### src/rtl/i2cms_pkg.sv
`timescale 1ns / 1ps
// ----------------------------------------------------------------------------
// i2cms_pkg: shared types and codes of the I2C master transfer sequencer
// Item and result layouts, operation classes, phases and status codes.
// ----------------------------------------------------------------------------
package i2cms_pkg;

	// function codes of an input beat
	localparam logic [2:0] FN_LOAD      = 3'd0;
	localparam logic [2:0] FN_WRITE     = 3'd1;
	localparam logic [2:0] FN_READ      = 3'd2;
	localparam logic [2:0] FN_WRITE_RD  = 3'd3;
	localparam logic [2:0] FN_STATUS    = 3'd4;

	// two-wire status codes
	localparam logic [7:0] ST_START        = 8'h08;
	localparam logic [7:0] ST_REP_START    = 8'h10;
	localparam logic [7:0] ST_MT_SLA_ACK   = 8'h18;
	localparam logic [7:0] ST_MT_DATA_ACK  = 8'h28;
	localparam logic [7:0] ST_MR_SLA_ACK   = 8'h40;
	localparam logic [7:0] ST_MR_DATA_ACK  = 8'h50;
	localparam logic [7:0] ST_MR_DATA_NACK = 8'h58;

	// direction bit, also bit 0 of the address byte
	localparam logic DIR_TX = 1'b0;
	localparam logic DIR_RX = 1'b1;

	// progress codes
	localparam logic [1:0] PROG_IDLE  = 2'd0;
	localparam logic [1:0] PROG_BUSY  = 2'd1;
	localparam logic [1:0] PROG_DONE  = 2'd2;
	localparam logic [1:0] PROG_ERROR = 2'd3;

	typedef enum logic [2:0] {
		PH_IDLE      = 3'd0,
		PH_START     = 3'd1,
		PH_SEND_ADDR = 3'd2,
		PH_SEND_DATA = 3'd3,
		PH_RECV_DATA = 3'd4,
		PH_STOP      = 3'd5,
		PH_DONE      = 3'd6,
		PH_ERROR     = 3'd7
	} phase_t;

	typedef enum logic [1:0] {
		OP_NONE   = 2'd0,
		OP_LOAD   = 2'd1,
		OP_START  = 2'd2,
		OP_STATUS = 2'd3
	} op_t;

	typedef struct packed {
		logic [2:0] func;
		logic [7:0] addr_byte;
		logic [4:0] tx_len;
		logic [4:0] rx_len;
		logic [3:0] buf_index;
		logic [7:0] data_byte;
		logic [7:0] bus_status;
	} in_item_t;

	typedef struct packed {
		logic       issue_start;
		logic       issue_stop;
		logic       ack_next;
		logic       keep_interrupt;
		logic [7:0] send_byte;
		logic       send_valid;
		logic [7:0] recv_byte;
		logic       recv_valid;
		logic [3:0] recv_slot;
		logic [1:0] progress;
	} out_item_t;

	// classified item as it sits in the queue
	typedef struct packed {
		op_t        op;
		logic [7:0] addr;
		logic [4:0] tx_cnt;
		logic [4:0] rx_rem;
		logic       rd_fol;
		logic       dir;
		logic       wr_ok;
		logic [3:0] idx;
		logic [7:0] data;
		logic [7:0] status;
	} work_t;

endpackage

### src/rtl/i2cms_if.sv
`timescale 1ns / 1ps
// ----------------------------------------------------------------------------
// i2cms_if: valid/ready channels of the I2C master transfer sequencer
// Command channel into the block and result channel out of it.
// ----------------------------------------------------------------------------
interface i2cms_in_if;
	import i2cms_pkg::*;
	logic     valid;
	logic     ready;
	in_item_t payload;
	modport source (output valid, output payload, input ready);
	modport sink (input valid, input payload, output ready);
endinterface

interface i2cms_out_if;
	import i2cms_pkg::*;
	logic      valid;
	logic      ready;
	out_item_t payload;
	modport source (output valid, output payload, input ready);
	modport sink (input valid, input payload, output ready);
endinterface

### src/rtl/i2c_master_transfer_sequencer.sv
`timescale 1ns / 1ps
// ----------------------------------------------------------------------------
// i2c_master_transfer_sequencer: I2C master transfer sequencer
// Turns load, start and bus status beats into bus commands and results.
// ----------------------------------------------------------------------------
// Every command beat yields exactly one result beat, in order. The block takes
// one beat per clock while results are taken: decode is combinational in front
// of a two-entry queue, the sequencer finishes one queued beat per cycle unless
// its output register holds a result not yet taken, and parks its result there,
// so a result passes the queue register and then the output register. The input
// side keeps accepting while a result waits, until the queue is full. Load beats
// fill the transmit store (min(BUF_DEPTH,16) one-byte slots); start beats (write,
// read, write then read) abort any running transfer and request a start; status
// beats advance the transfer phase. Lengths are clamped to 1..min(BUF_DEPTH,31).
// A status that does not fit the current phase reports error and requests a
// stop. Transmit slots that were never loaded read back as arbitrary data.
// ----------------------------------------------------------------------------
module i2c_master_transfer_sequencer #(
	parameter int BUF_DEPTH = 16
) (
	input  logic        clk,
	input  logic        arst_n,
	i2cms_in_if.sink    cmd,
	i2cms_out_if.source rsp
);
	import i2cms_pkg::*;

	// the load slot field is four bits wide, so no slot above 15 is ever filled
	localparam int STORE_DEPTH = (BUF_DEPTH < 16) ? BUF_DEPTH : 16;
	localparam int IDX_W       = (STORE_DEPTH > 1) ? $clog2(STORE_DEPTH) : 1;

	logic  fq_valid, fq_ready;
	work_t fq_item;
	logic  qb_valid, qb_ready;
	work_t qb_item;

	// front: classify and clamp
	i2cms_front #(
		.BUF_DEPTH(BUF_DEPTH)
	) u_front (
		.cmd    (cmd),
		.q_ready(fq_ready),
		.q_valid(fq_valid),
		.q_item (fq_item)
	);

	// decoupling queue
	i2cms_queue u_queue (
		.clk       (clk),
		.arst_n    (arst_n),
		.push_valid(fq_valid),
		.push_ready(fq_ready),
		.push_item (fq_item),
		.pop_valid (qb_valid),
		.pop_ready (qb_ready),
		.pop_item  (qb_item)
	);

	// back: phase sequencer, transmit store, result register
	i2cms_back #(
		.STORE_DEPTH(STORE_DEPTH),
		.IDX_W      (IDX_W)
	) u_back (
		.clk    (clk),
		.arst_n (arst_n),
		.q_valid(qb_valid),
		.q_ready(qb_ready),
		.q_item (qb_item),
		.rsp    (rsp)
	);

endmodule

### src/rtl/i2cms_front.sv
`timescale 1ns / 1ps
// ----------------------------------------------------------------------------
// i2cms_front: command decode
// Classifies each beat, clamps lengths and checks the load slot.
// ----------------------------------------------------------------------------
module i2cms_front #(
	parameter int BUF_DEPTH = 16
) (
	i2cms_in_if.sink        cmd,
	input  logic            q_ready,
	output logic            q_valid,
	output i2cms_pkg::work_t q_item
);
	import i2cms_pkg::*;

	localparam int LEN_MAX = (BUF_DEPTH > 31) ? 31 : BUF_DEPTH;

	function automatic logic [4:0] clamp_len(input logic [4:0] len);
		logic [4:0] r;
		if (len == 5'd0)
			r = 5'd1;
		else if (len > 5'(LEN_MAX))
			r = 5'(LEN_MAX);
		else
			r = len;
		return r;
	endfunction

	assign cmd.ready = q_ready;
	assign q_valid   = cmd.valid;

	always_comb begin
		q_item        = '0;
		q_item.addr   = cmd.payload.addr_byte;
		q_item.idx    = cmd.payload.buf_index;
		q_item.data   = cmd.payload.data_byte;
		q_item.status = cmd.payload.bus_status;
		q_item.wr_ok  = (int'(cmd.payload.buf_index) < BUF_DEPTH);
		q_item.rd_fol = (cmd.payload.func == FN_WRITE_RD);
		q_item.dir    = (cmd.payload.func == FN_READ) ? DIR_RX : DIR_TX;
		q_item.tx_cnt = (cmd.payload.func == FN_READ) ? 5'd0 : clamp_len(cmd.payload.tx_len);
		q_item.rx_rem = (cmd.payload.func == FN_WRITE) ? 5'd0 : clamp_len(cmd.payload.rx_len);
		unique case (cmd.payload.func)
			FN_LOAD:                        q_item.op = OP_LOAD;
			FN_WRITE, FN_READ, FN_WRITE_RD: q_item.op = OP_START;
			FN_STATUS:                      q_item.op = OP_STATUS;
			default:                        q_item.op = OP_NONE;
		endcase
	end

endmodule

### src/rtl/i2cms_queue.sv
`timescale 1ns / 1ps
// ----------------------------------------------------------------------------
// i2cms_queue: two-entry queue between decode and sequencer
// Registered FIFO; each side stalls on its own.
// ----------------------------------------------------------------------------
module i2cms_queue (
	input  logic             clk,
	input  logic             arst_n,
	input  logic             push_valid,
	output logic             push_ready,
	input  i2cms_pkg::work_t push_item,
	output logic             pop_valid,
	input  logic             pop_ready,
	output i2cms_pkg::work_t pop_item
);
	import i2cms_pkg::*;

	work_t      ent_q [2];
	logic       wr_ptr_q;
	logic       rd_ptr_q;
	logic [1:0] cnt_q;
	logic       push;
	logic       pop;

	assign push_ready = (cnt_q != 2'd2);
	assign pop_valid  = (cnt_q != 2'd0);
	assign pop_item   = ent_q[rd_ptr_q];
	assign push       = push_valid && push_ready;
	assign pop        = pop_valid && pop_ready;

	always_ff @(posedge clk) begin
		if (push)
			ent_q[wr_ptr_q] <= push_item;
	end

	always_ff @(posedge clk or negedge arst_n) begin
		if (!arst_n) begin
			wr_ptr_q <= 1'b0;
			rd_ptr_q <= 1'b0;
			cnt_q    <= 2'd0;
		end else begin
			if (push)
				wr_ptr_q <= ~wr_ptr_q;
			if (pop)
				rd_ptr_q <= ~rd_ptr_q;
			cnt_q <= cnt_q + 2'(push) - 2'(pop);
		end
	end

	a_no_overflow: assert property (@(posedge clk) disable iff (!arst_n)
		(cnt_q == 2'd2) |-> !push)
		else $error("queue push while full");
	a_count_track: assert property (@(posedge clk) disable iff (!arst_n)
		(push && !pop) |=> (cnt_q == $past(cnt_q) + 2'd1))
		else $error("queue count lost a push");
	a_ptr_gap: assert property (@(posedge clk) disable iff (!arst_n)
		(cnt_q == 2'd1) |-> (wr_ptr_q != rd_ptr_q))
		else $error("queue pointers out of step");

endmodule

### src/rtl/i2cms_back.sv
`timescale 1ns / 1ps
// ----------------------------------------------------------------------------
// i2cms_back: transfer sequencer
// Steps the transfer phase one queued item per cycle while results are taken,
// holds the transmit store and registers each result beat.
// ----------------------------------------------------------------------------
module i2cms_back #(
	parameter int STORE_DEPTH = 16,
	parameter int IDX_W       = 4
) (
	input  logic             clk,
	input  logic             arst_n,
	input  logic             q_valid,
	output logic             q_ready,
	input  i2cms_pkg::work_t q_item,
	i2cms_out_if.source      rsp
);
	import i2cms_pkg::*;

	phase_t     phase_q, phase_nxt;
	logic       dir_q, dir_nxt;
	logic [7:0] addr_q, addr_nxt;
	logic [4:0] tx_pos_q, tx_pos_nxt;
	logic [4:0] tx_cnt_q, tx_cnt_nxt;
	logic [4:0] rx_rem_q, rx_rem_nxt;
	logic [4:0] rx_pos_q, rx_pos_nxt;
	logic       rd_fol_q, rd_fol_nxt;
	logic [7:0] store_q [STORE_DEPTH];
	logic [IDX_W-1:0] rd_idx;
	logic [7:0] rd_byte;
	out_item_t  res;
	out_item_t  out_q;
	logic       out_vld_q;
	logic       step;
	logic       bad;

	assign q_ready     = !out_vld_q || rsp.ready;
	assign step        = q_valid && q_ready;
	assign rsp.valid   = out_vld_q;
	assign rsp.payload = out_q;

	// first data byte comes from slot 0, later ones from the running position
	assign rd_idx  = (phase_q == PH_SEND_ADDR) ? '0 : tx_pos_q[IDX_W-1:0];
	assign rd_byte = store_q[rd_idx];

	always_ff @(posedge clk) begin
		if (step && q_item.op == OP_LOAD && q_item.wr_ok)
			store_q[q_item.idx[IDX_W-1:0]] <= q_item.data;
	end

	always_ff @(posedge clk or negedge arst_n) begin
		if (!arst_n) begin
			phase_q  <= PH_IDLE;
			dir_q    <= DIR_TX;
			addr_q   <= 8'd0;
			tx_pos_q <= 5'd0;
			tx_cnt_q <= 5'd0;
			rx_rem_q <= 5'd0;
			rx_pos_q <= 5'd0;
			rd_fol_q <= 1'b0;
		end else if (step) begin
			phase_q  <= phase_nxt;
			dir_q    <= dir_nxt;
			addr_q   <= addr_nxt;
			tx_pos_q <= tx_pos_nxt;
			tx_cnt_q <= tx_cnt_nxt;
			rx_rem_q <= rx_rem_nxt;
			rx_pos_q <= rx_pos_nxt;
			rd_fol_q <= rd_fol_nxt;
		end
	end

	always_ff @(posedge clk or negedge arst_n) begin
		if (!arst_n)
			out_vld_q <= 1'b0;
		else if (step)
			out_vld_q <= 1'b1;
		else if (rsp.ready)
			out_vld_q <= 1'b0;
	end

	always_ff @(posedge clk) begin
		if (step)
			out_q <= res;
	end

	always_comb begin
		phase_nxt  = phase_q;
		dir_nxt    = dir_q;
		addr_nxt   = addr_q;
		tx_pos_nxt = tx_pos_q;
		tx_cnt_nxt = tx_cnt_q;
		rx_rem_nxt = rx_rem_q;
		rx_pos_nxt = rx_pos_q;
		rd_fol_nxt = rd_fol_q;
		res        = '0;
		bad        = 1'b0;
		unique case (q_item.op)
			OP_START: begin
				addr_nxt           = q_item.addr;
				phase_nxt          = PH_START;
				tx_pos_nxt         = 5'd0;
				rx_pos_nxt         = 5'd0;
				rd_fol_nxt         = q_item.rd_fol;
				dir_nxt            = q_item.dir;
				tx_cnt_nxt         = q_item.tx_cnt;
				rx_rem_nxt         = q_item.rx_rem;
				res.issue_start    = 1'b1;
				res.keep_interrupt = 1'b1;
			end
			OP_STATUS: begin
				unique case (phase_q)
					PH_START: begin
						if (q_item.status == ST_START || q_item.status == ST_REP_START) begin
							phase_nxt          = PH_SEND_ADDR;
							res.send_byte      = {addr_q[7:1], dir_q};
							res.send_valid     = 1'b1;
							res.keep_interrupt = 1'b1;
						end else
							bad = 1'b1;
					end
					PH_SEND_ADDR: begin
						if (dir_q == DIR_TX && q_item.status == ST_MT_SLA_ACK) begin
							phase_nxt          = PH_SEND_DATA;
							tx_pos_nxt         = 5'd1;
							res.send_byte      = rd_byte;
							res.send_valid     = 1'b1;
							res.keep_interrupt = 1'b1;
						end else if (dir_q == DIR_RX && q_item.status == ST_MR_SLA_ACK) begin
							phase_nxt          = PH_RECV_DATA;
							rx_pos_nxt         = 5'd0;
							res.ack_next       = (rx_rem_q > 5'd1);
							res.keep_interrupt = 1'b1;
						end else
							bad = 1'b1;
					end
					PH_SEND_DATA: begin
						if (dir_q == DIR_TX && q_item.status == ST_MT_DATA_ACK) begin
							res.keep_interrupt = 1'b1;
							if (tx_pos_q < tx_cnt_q) begin
								res.send_byte  = rd_byte;
								res.send_valid = 1'b1;
								tx_pos_nxt     = tx_pos_q + 5'd1;
							end else if (rd_fol_q) begin
								// repeated start, then the read half
								rd_fol_nxt      = 1'b0;
								dir_nxt         = DIR_RX;
								phase_nxt       = PH_START;
								res.issue_start = 1'b1;
							end else begin
								phase_nxt      = PH_STOP;
								res.issue_stop = 1'b1;
							end
						end else
							bad = 1'b1;
					end
					PH_RECV_DATA: begin
						if (dir_q == DIR_RX && rx_rem_q != 5'd0 &&
								q_item.status == ((rx_rem_q > 5'd1) ? ST_MR_DATA_ACK
								: ST_MR_DATA_NACK)) begin
							res.recv_byte      = q_item.data;
							res.recv_valid     = 1'b1;
							res.recv_slot      = rx_pos_q[3:0];
							rx_pos_nxt         = rx_pos_q + 5'd1;
							rx_rem_nxt         = rx_rem_q - 5'd1;
							res.keep_interrupt = 1'b1;
							if (rx_rem_q > 5'd1)
								res.ack_next = (rx_rem_q > 5'd2);
							else begin
								phase_nxt      = PH_STOP;
								res.issue_stop = 1'b1;
							end
						end else
							bad = 1'b1;
					end
					PH_STOP: phase_nxt = PH_DONE;
					default: bad = 1'b1;
				endcase
				if (bad) begin
					phase_nxt          = PH_ERROR;
					res.issue_stop     = 1'b1;
					res.keep_interrupt = 1'b0;
				end
			end
			default: ;
		endcase
		unique case (phase_nxt)
			PH_IDLE:  res.progress = PROG_IDLE;
			PH_DONE:  res.progress = PROG_DONE;
			PH_ERROR: res.progress = PROG_ERROR;
			default:  res.progress = PROG_BUSY;
		endcase
	end

	a_recv_dir: assert property (@(posedge clk) disable iff (!arst_n)
		(phase_q == PH_RECV_DATA) |-> (dir_q == DIR_RX))
		else $error("receive phase in transmit direction");
	a_send_dir: assert property (@(posedge clk) disable iff (!arst_n)
		(phase_q == PH_SEND_DATA) |-> (dir_q == DIR_TX && tx_pos_q <= tx_cnt_q))
		else $error("send phase out of bounds");
	a_recv_busy: assert property (@(posedge clk) disable iff (!arst_n)
		(out_vld_q && out_q.recv_valid) |-> (out_q.progress == PROG_BUSY))
		else $error("received byte outside a busy transfer");
	a_err_stop: assert property (@(posedge clk) disable iff (!arst_n)
		(step && phase_nxt == PH_ERROR && phase_q != PH_ERROR) |=>
		(out_q.issue_stop && !out_q.keep_interrupt))
		else $error("error entry without stop");

endmodule

### src/flat_wrapper.sv
// flat-port wrapper written by rule: the top's interface ports become plain ports
module i2c_master_transfer_sequencer_flat import i2cms_pkg::*;
#(
	parameter int BUF_DEPTH = 16
)
  (clk, arst_n, cmd_valid, cmd_payload, cmd_ready, rsp_valid, rsp_payload, rsp_ready);
  i2cms_in_if cmd_i ();
  i2cms_out_if rsp_i ();
  input  logic clk;
  input  logic arst_n;
  input wire logic [$bits(cmd_i.valid)-1:0] cmd_valid;
  input wire logic [$bits(cmd_i.payload)-1:0] cmd_payload;
  output wire logic [$bits(cmd_i.ready)-1:0] cmd_ready;
  output wire logic [$bits(rsp_i.valid)-1:0] rsp_valid;
  output wire logic [$bits(rsp_i.payload)-1:0] rsp_payload;
  input wire logic [$bits(rsp_i.ready)-1:0] rsp_ready;
  assign cmd_i.valid = cmd_valid;
  assign cmd_i.payload = cmd_payload;
  assign cmd_ready = cmd_i.ready;
  assign rsp_valid = rsp_i.valid;
  assign rsp_payload = rsp_i.payload;
  assign rsp_i.ready = rsp_ready;
  i2c_master_transfer_sequencer #(.BUF_DEPTH(BUF_DEPTH)) u_core (.clk(clk), .arst_n(arst_n), .cmd(cmd_i), .rsp(rsp_i));
endmodule
### config.mk
export PLATFORM = sky130hd
export DESIGN_NAME = i2c_master_transfer_sequencer_flat
export DESIGN_NICKNAME = d
export VERILOG_FILES = /design/src/rtl/i2cms_pkg.sv /design/src/rtl/i2cms_if.sv /design/src/rtl/i2c_master_transfer_sequencer.sv /design/src/rtl/i2cms_front.sv /design/src/rtl/i2cms_queue.sv /design/src/rtl/i2cms_back.sv /design/src/flat_wrapper.sv
export SDC_FILE = /design/constraint.sdc
export NUM_CORES = 1
export LEC_CHECK = 0
export ABC_AREA = 1
export ABC_CLOCK_PERIOD_IN_PS = 3500
export CAP_MARGIN = 40
export CORE_MARGIN = 10
export CORE_UTILIZATION = 55
export CTS_CLUSTER_DIAMETER = 30
export DETAILED_ROUTE_END_ITERATION = 10
export DONT_BUFFER_PORTS = 1
export GPL_TIMING_DRIVEN = 0
export PLACE_DENSITY = 0.77
export SYNTH_ARGS = -nofsm -noshare
export SYNTH_HDL_FRONTEND = slang
export SYNTH_SLANG_ARGS = --single-unit
### constraint.sdc
create_clock -name clk -period 3.5 [get_ports clk]
set_input_delay 0.35 -clock clk [delete_from_list [all_inputs] [get_ports clk]]
set_output_delay 0.35 -clock clk [all_outputs]
set_load 0.02 [all_outputs]
==> flow_metrics.env <==
export IMPL_outcome="complete, no violations"
export IMPL_rsz0062_at_grt="no"
export IMPL_ys_ff_latch=274
export IMPL_reg2reg_slack_ps=270
export IMPL_drive_gt1_frac=0.121
export IMPL_grt_pass1_vias=7847
export IMPL_start_util=0.559
export IMPL_clkLatencyLatePin_ps=530
export IMPL_critPathKind="flip-flop to flip-flop"
export IMPL_drc_errors=0
export IMPL_postRouteAntennaNets=0
export IMPL_clock_sinks=274
export IMPL_io_buffers=0
export IMPL_final_nets=1194
export IMPL_dp_cells=1333
export IMPL_path_cells="inv_1 -> nor2_1 -> nor2_4 -> buf_12 -> inv_1 -> nor3_1 -> nand3_1 -> nor2_1"
export IMPL_hp_class="input pin to flip-flop"
export IMPL_postSynthNetCount=1114
export IMPL_crit_path_top_delay_cell="nor2_1"
export IMPL_cp_slowest_stage_delay_ps=720
export IMPL_dr_pass1_iters=8
export IMPL_final_fill_count=1479
export IMPL_cts_buffers=45
export IMPL_wire_per_inst_um=18.6
export IMPL_maxUsedRoutingLayer="met4"
export IMPL_ys_warn_count=0
export IMPL_cts_tree="yes"
export IMPL_synth_top_area_cell="edfxtp_1"
export IMPL_drt_iter0_markers=659
export IMPL_path_delay_family="simple AND/OR/NAND/NOR gates"
export IMPL_timing_final_hold_violations=0
export IMPL_antenna_found_initial=0
export IMPL_rows=53
export IMPL_finalSetupTns_ps=0
export IMPL_met3WireLength_mm=2.44
export IMPL_worst_pin_slew_ps=820
export IMPL_fin_crit_sh=0.923
export IMPL_cp_max_fo=24
export IMPL_netlist_cell_type_count=39
export IMPL_crit_path_end_kind="flip-flop"
export IMPL_ys_top_cells_by_area="edfxtp_1 61%, nand2_1 8.6%, dfrtp_1 7.7%"
export IMPL_start_kind="flip-flop"
export IMPL_place_gp_congestion=0.911
export IMPL_die_h_um=166
export IMPL_io_pins=75
export IMPL_max_freq_mhz=310
export IMPL_cp_arrival_ps=3380
export IMPL_drv_cap=0
export IMPL_syn_cell_area_um2=11800
export IMPL_num_vias=8079
export IMPL_core_um2=21000
export IMPL_critPathBufInv=3
export IMPL_diodes=0
export IMPL_clkTransAtPathRegs_ps=50
export IMPL_grt_max_degree=37
export IMPL_post_cts_resized=0
export IMPL_setup_viol=0
export IMPL_period_needed_ps=3230
export IMPL_avgSynthCellArea_um2=11.1
export IMPL_hp_start="cmd_payload[24]"
export IMPL_clock_skew_ps=19.2
export IMPL_power_density_nw_per_um2=876
export IMPL_slew_violations=0
export IMPL_synth_top_area_frac=0.608
export IMPL_die_w_um=166
export IMPL_p_leak_nw=5.49
export IMPL_crit_start="u_core.u_back.rsp.valid"
export IMPL_grt_remaining_overflow=0
export IMPL_grt_pass1_wl_mm=42.0
export IMPL_r2r_start="u_core.u_back.rsp.valid"
export IMPL_root_buffer="clkbuf_16"
export IMPL_required_ps=3650
export IMPL_area_growth_syn_to_layout_pct=19.0
export IMPL_wl_met1_mm=10.6
export IMPL_die_area_um2=27600
export IMPL_ir_worst_vdd_v=0.000519
export IMPL_vias_per_cell=5.59
export IMPL_grt_usage=0.189
export IMPL_wl_met2_mm=13.2
export IMPL_ys_seq_area_frac=0.685
export IMPL_cts_max_level=2
export IMPL_wirelength_mm=26.9
export IMPL_clockBufferDepth=3
export IMPL_relSlewSlack=0.451
export IMPL_dp_hpwl_mm=17.4
export IMPL_final_cells=1444
export IMPL_netlist_instances=1055
## Yosys cell counts
cell type,instances
a21oi_1,46
a21oi_2,1
a21oi_4,1
a31oi_1,13
a32oi_1,24
and3_1,1
buf_1,1
buf_2,12
buf_4,4
buf_6,2
buf_8,1
clkbuf_1,17
dfrtp_1,36
edfxtp_1,238
ha_1,14
inv_1,88
inv_2,8
mux2_2,1
nand2_1,270
nand2_2,9
nand3_1,77
nand3_2,3
nand4_1,6
nor2_1,97
nor2_2,5
nor2_4,2
nor3_1,8
nor3_2,1
o211ai_1,1
o21ai_0,33
o21ai_1,3
o21ai_2,3
o21bai_1,1
o22ai_1,4
o31ai_1,2
or2_1,1
or2_2,12
xnor2_1,5
xor2_1,4
## power by group
part | internal (mW) | total (mW) | switching, mW
sequential | 4.45 | 4.86 | 0.405
clock | 2.78 | 4.30 | 1.52
combinational | 0.882 | 3.09 | 2.21
## routing by layer
layer  vias to the layer above  GRT usage
met5                         -          0
met4                         0     0.0705
met3                        53     0.0412
met2                       397      0.314
met1                      3812      0.238
li1                       3817          -
## state kept, by name, indices dropped and copies added, names as in the netlist
register,count
u_core.u_back.rsp.payload,28
u_core.u_back.phase_q,3
u_core.u_back.rx_rem_q,5
u_core.u_back.addr_q,7
u_core.u_queue.cnt_q,2
u_core.u_back.rx_pos_q,4
u_core.u_back.rd_fol_q,1
u_core.u_back.dir_q,1
u_core.u_back.rsp.valid,1
u_core.u_queue.rd_ptr_q,1
u_core.u_back.tx_pos_q,5
u_core.u_back.store_q,128
u_core.u_back.tx_cnt_q,5
u_core.u_queue.ent_q,82
u_core.u_queue.wr_ptr_q,1
## area by class of cell
type,instances,area [um^2],area share
flip-flops and latches,274,8050,0.576
multi-input cells,648,3170,0.227
repair buffers,33,370,0.0265
inverters,96,360,0.0258
clock buffers,53,1170,0.0834
clock inverters,28,325,0.0233
plain buffers,37,195,0.0140
well taps,275,344,0.0246
## cells in the final DEF (no fill, tap or decap), types with 9 or more instances in the layout
cell type	n
dfrtp_1	36
nand2_2	9
nand3_1	77
buf_2	12
clkbuf_16	45
a21oi_1	46
nand2_1	270
o21ai_0	33
clkbuf_1	24
edfxtp_1	238
or2_2	12
inv_1	88
dlygate4sd3_1	29
nor2_1	94
ha_1	14
a32oi_1	24
a31oi_1	13
## what timing repair did
| action | 4_1_cts | 5_1_grt |
|---|---|---|
| hold buffers | 30 | 0 |
| buffers inserted | 0 | 0 |
| hold endpoints to repair | 91 | 0 |
## through the flow
step           power (mW)   util  instance area, um^2  hold WS [ps]  worst slack [ps]
2_1_floorplan        6.92      -                11800          54.4               558
3_3_place_gp         7.76  0.576                12100          55.5              -770
3_5_place_dp         7.91  0.579                12200          55.4               327
4_1_cts              12.3  0.665                14000          18.0               284
5_1_grt              12.9  0.665                14000          22.9               146
6_report             12.3  0.665                14000          30.8               270
## cell families (layout without fill, tap and decap cells)
kind of cell | after synthesis | in the layout | share of synthesized area
fa+ha+maj | 14 | 14 | 0.0149
compound gates | 132 | 132 | 0.0688
mux | 1 | 1 | 0.000958
simple gates | 492 | 492 | 0.177
buf+inv | 133 | 247 | 0.0473
flops | 274 | 274 | 0.685
xor+xnor | 9 | 9 | 0.00671
## final timing paths
| check | to | cells after the start |
|---|---|---|
| worst min-delay path | u_core.u_queue.ent_q[1][26] | 2 |
| worst min register to register | u_core.u_back.tx_cnt_q[0] | 2 |
| min in group asynchronous | u_core.u_back.rx_pos_q[1] | 2 |
| max in group asynchronous | u_core.u_back.phase_q[0] | 2 |
| worst max register to register | u_core.u_back.store_q[4][4] | 8 |
| worst max-delay path | u_core.u_back.store_q[4][4] | 8 |
(Power assumes the default switching activity.)
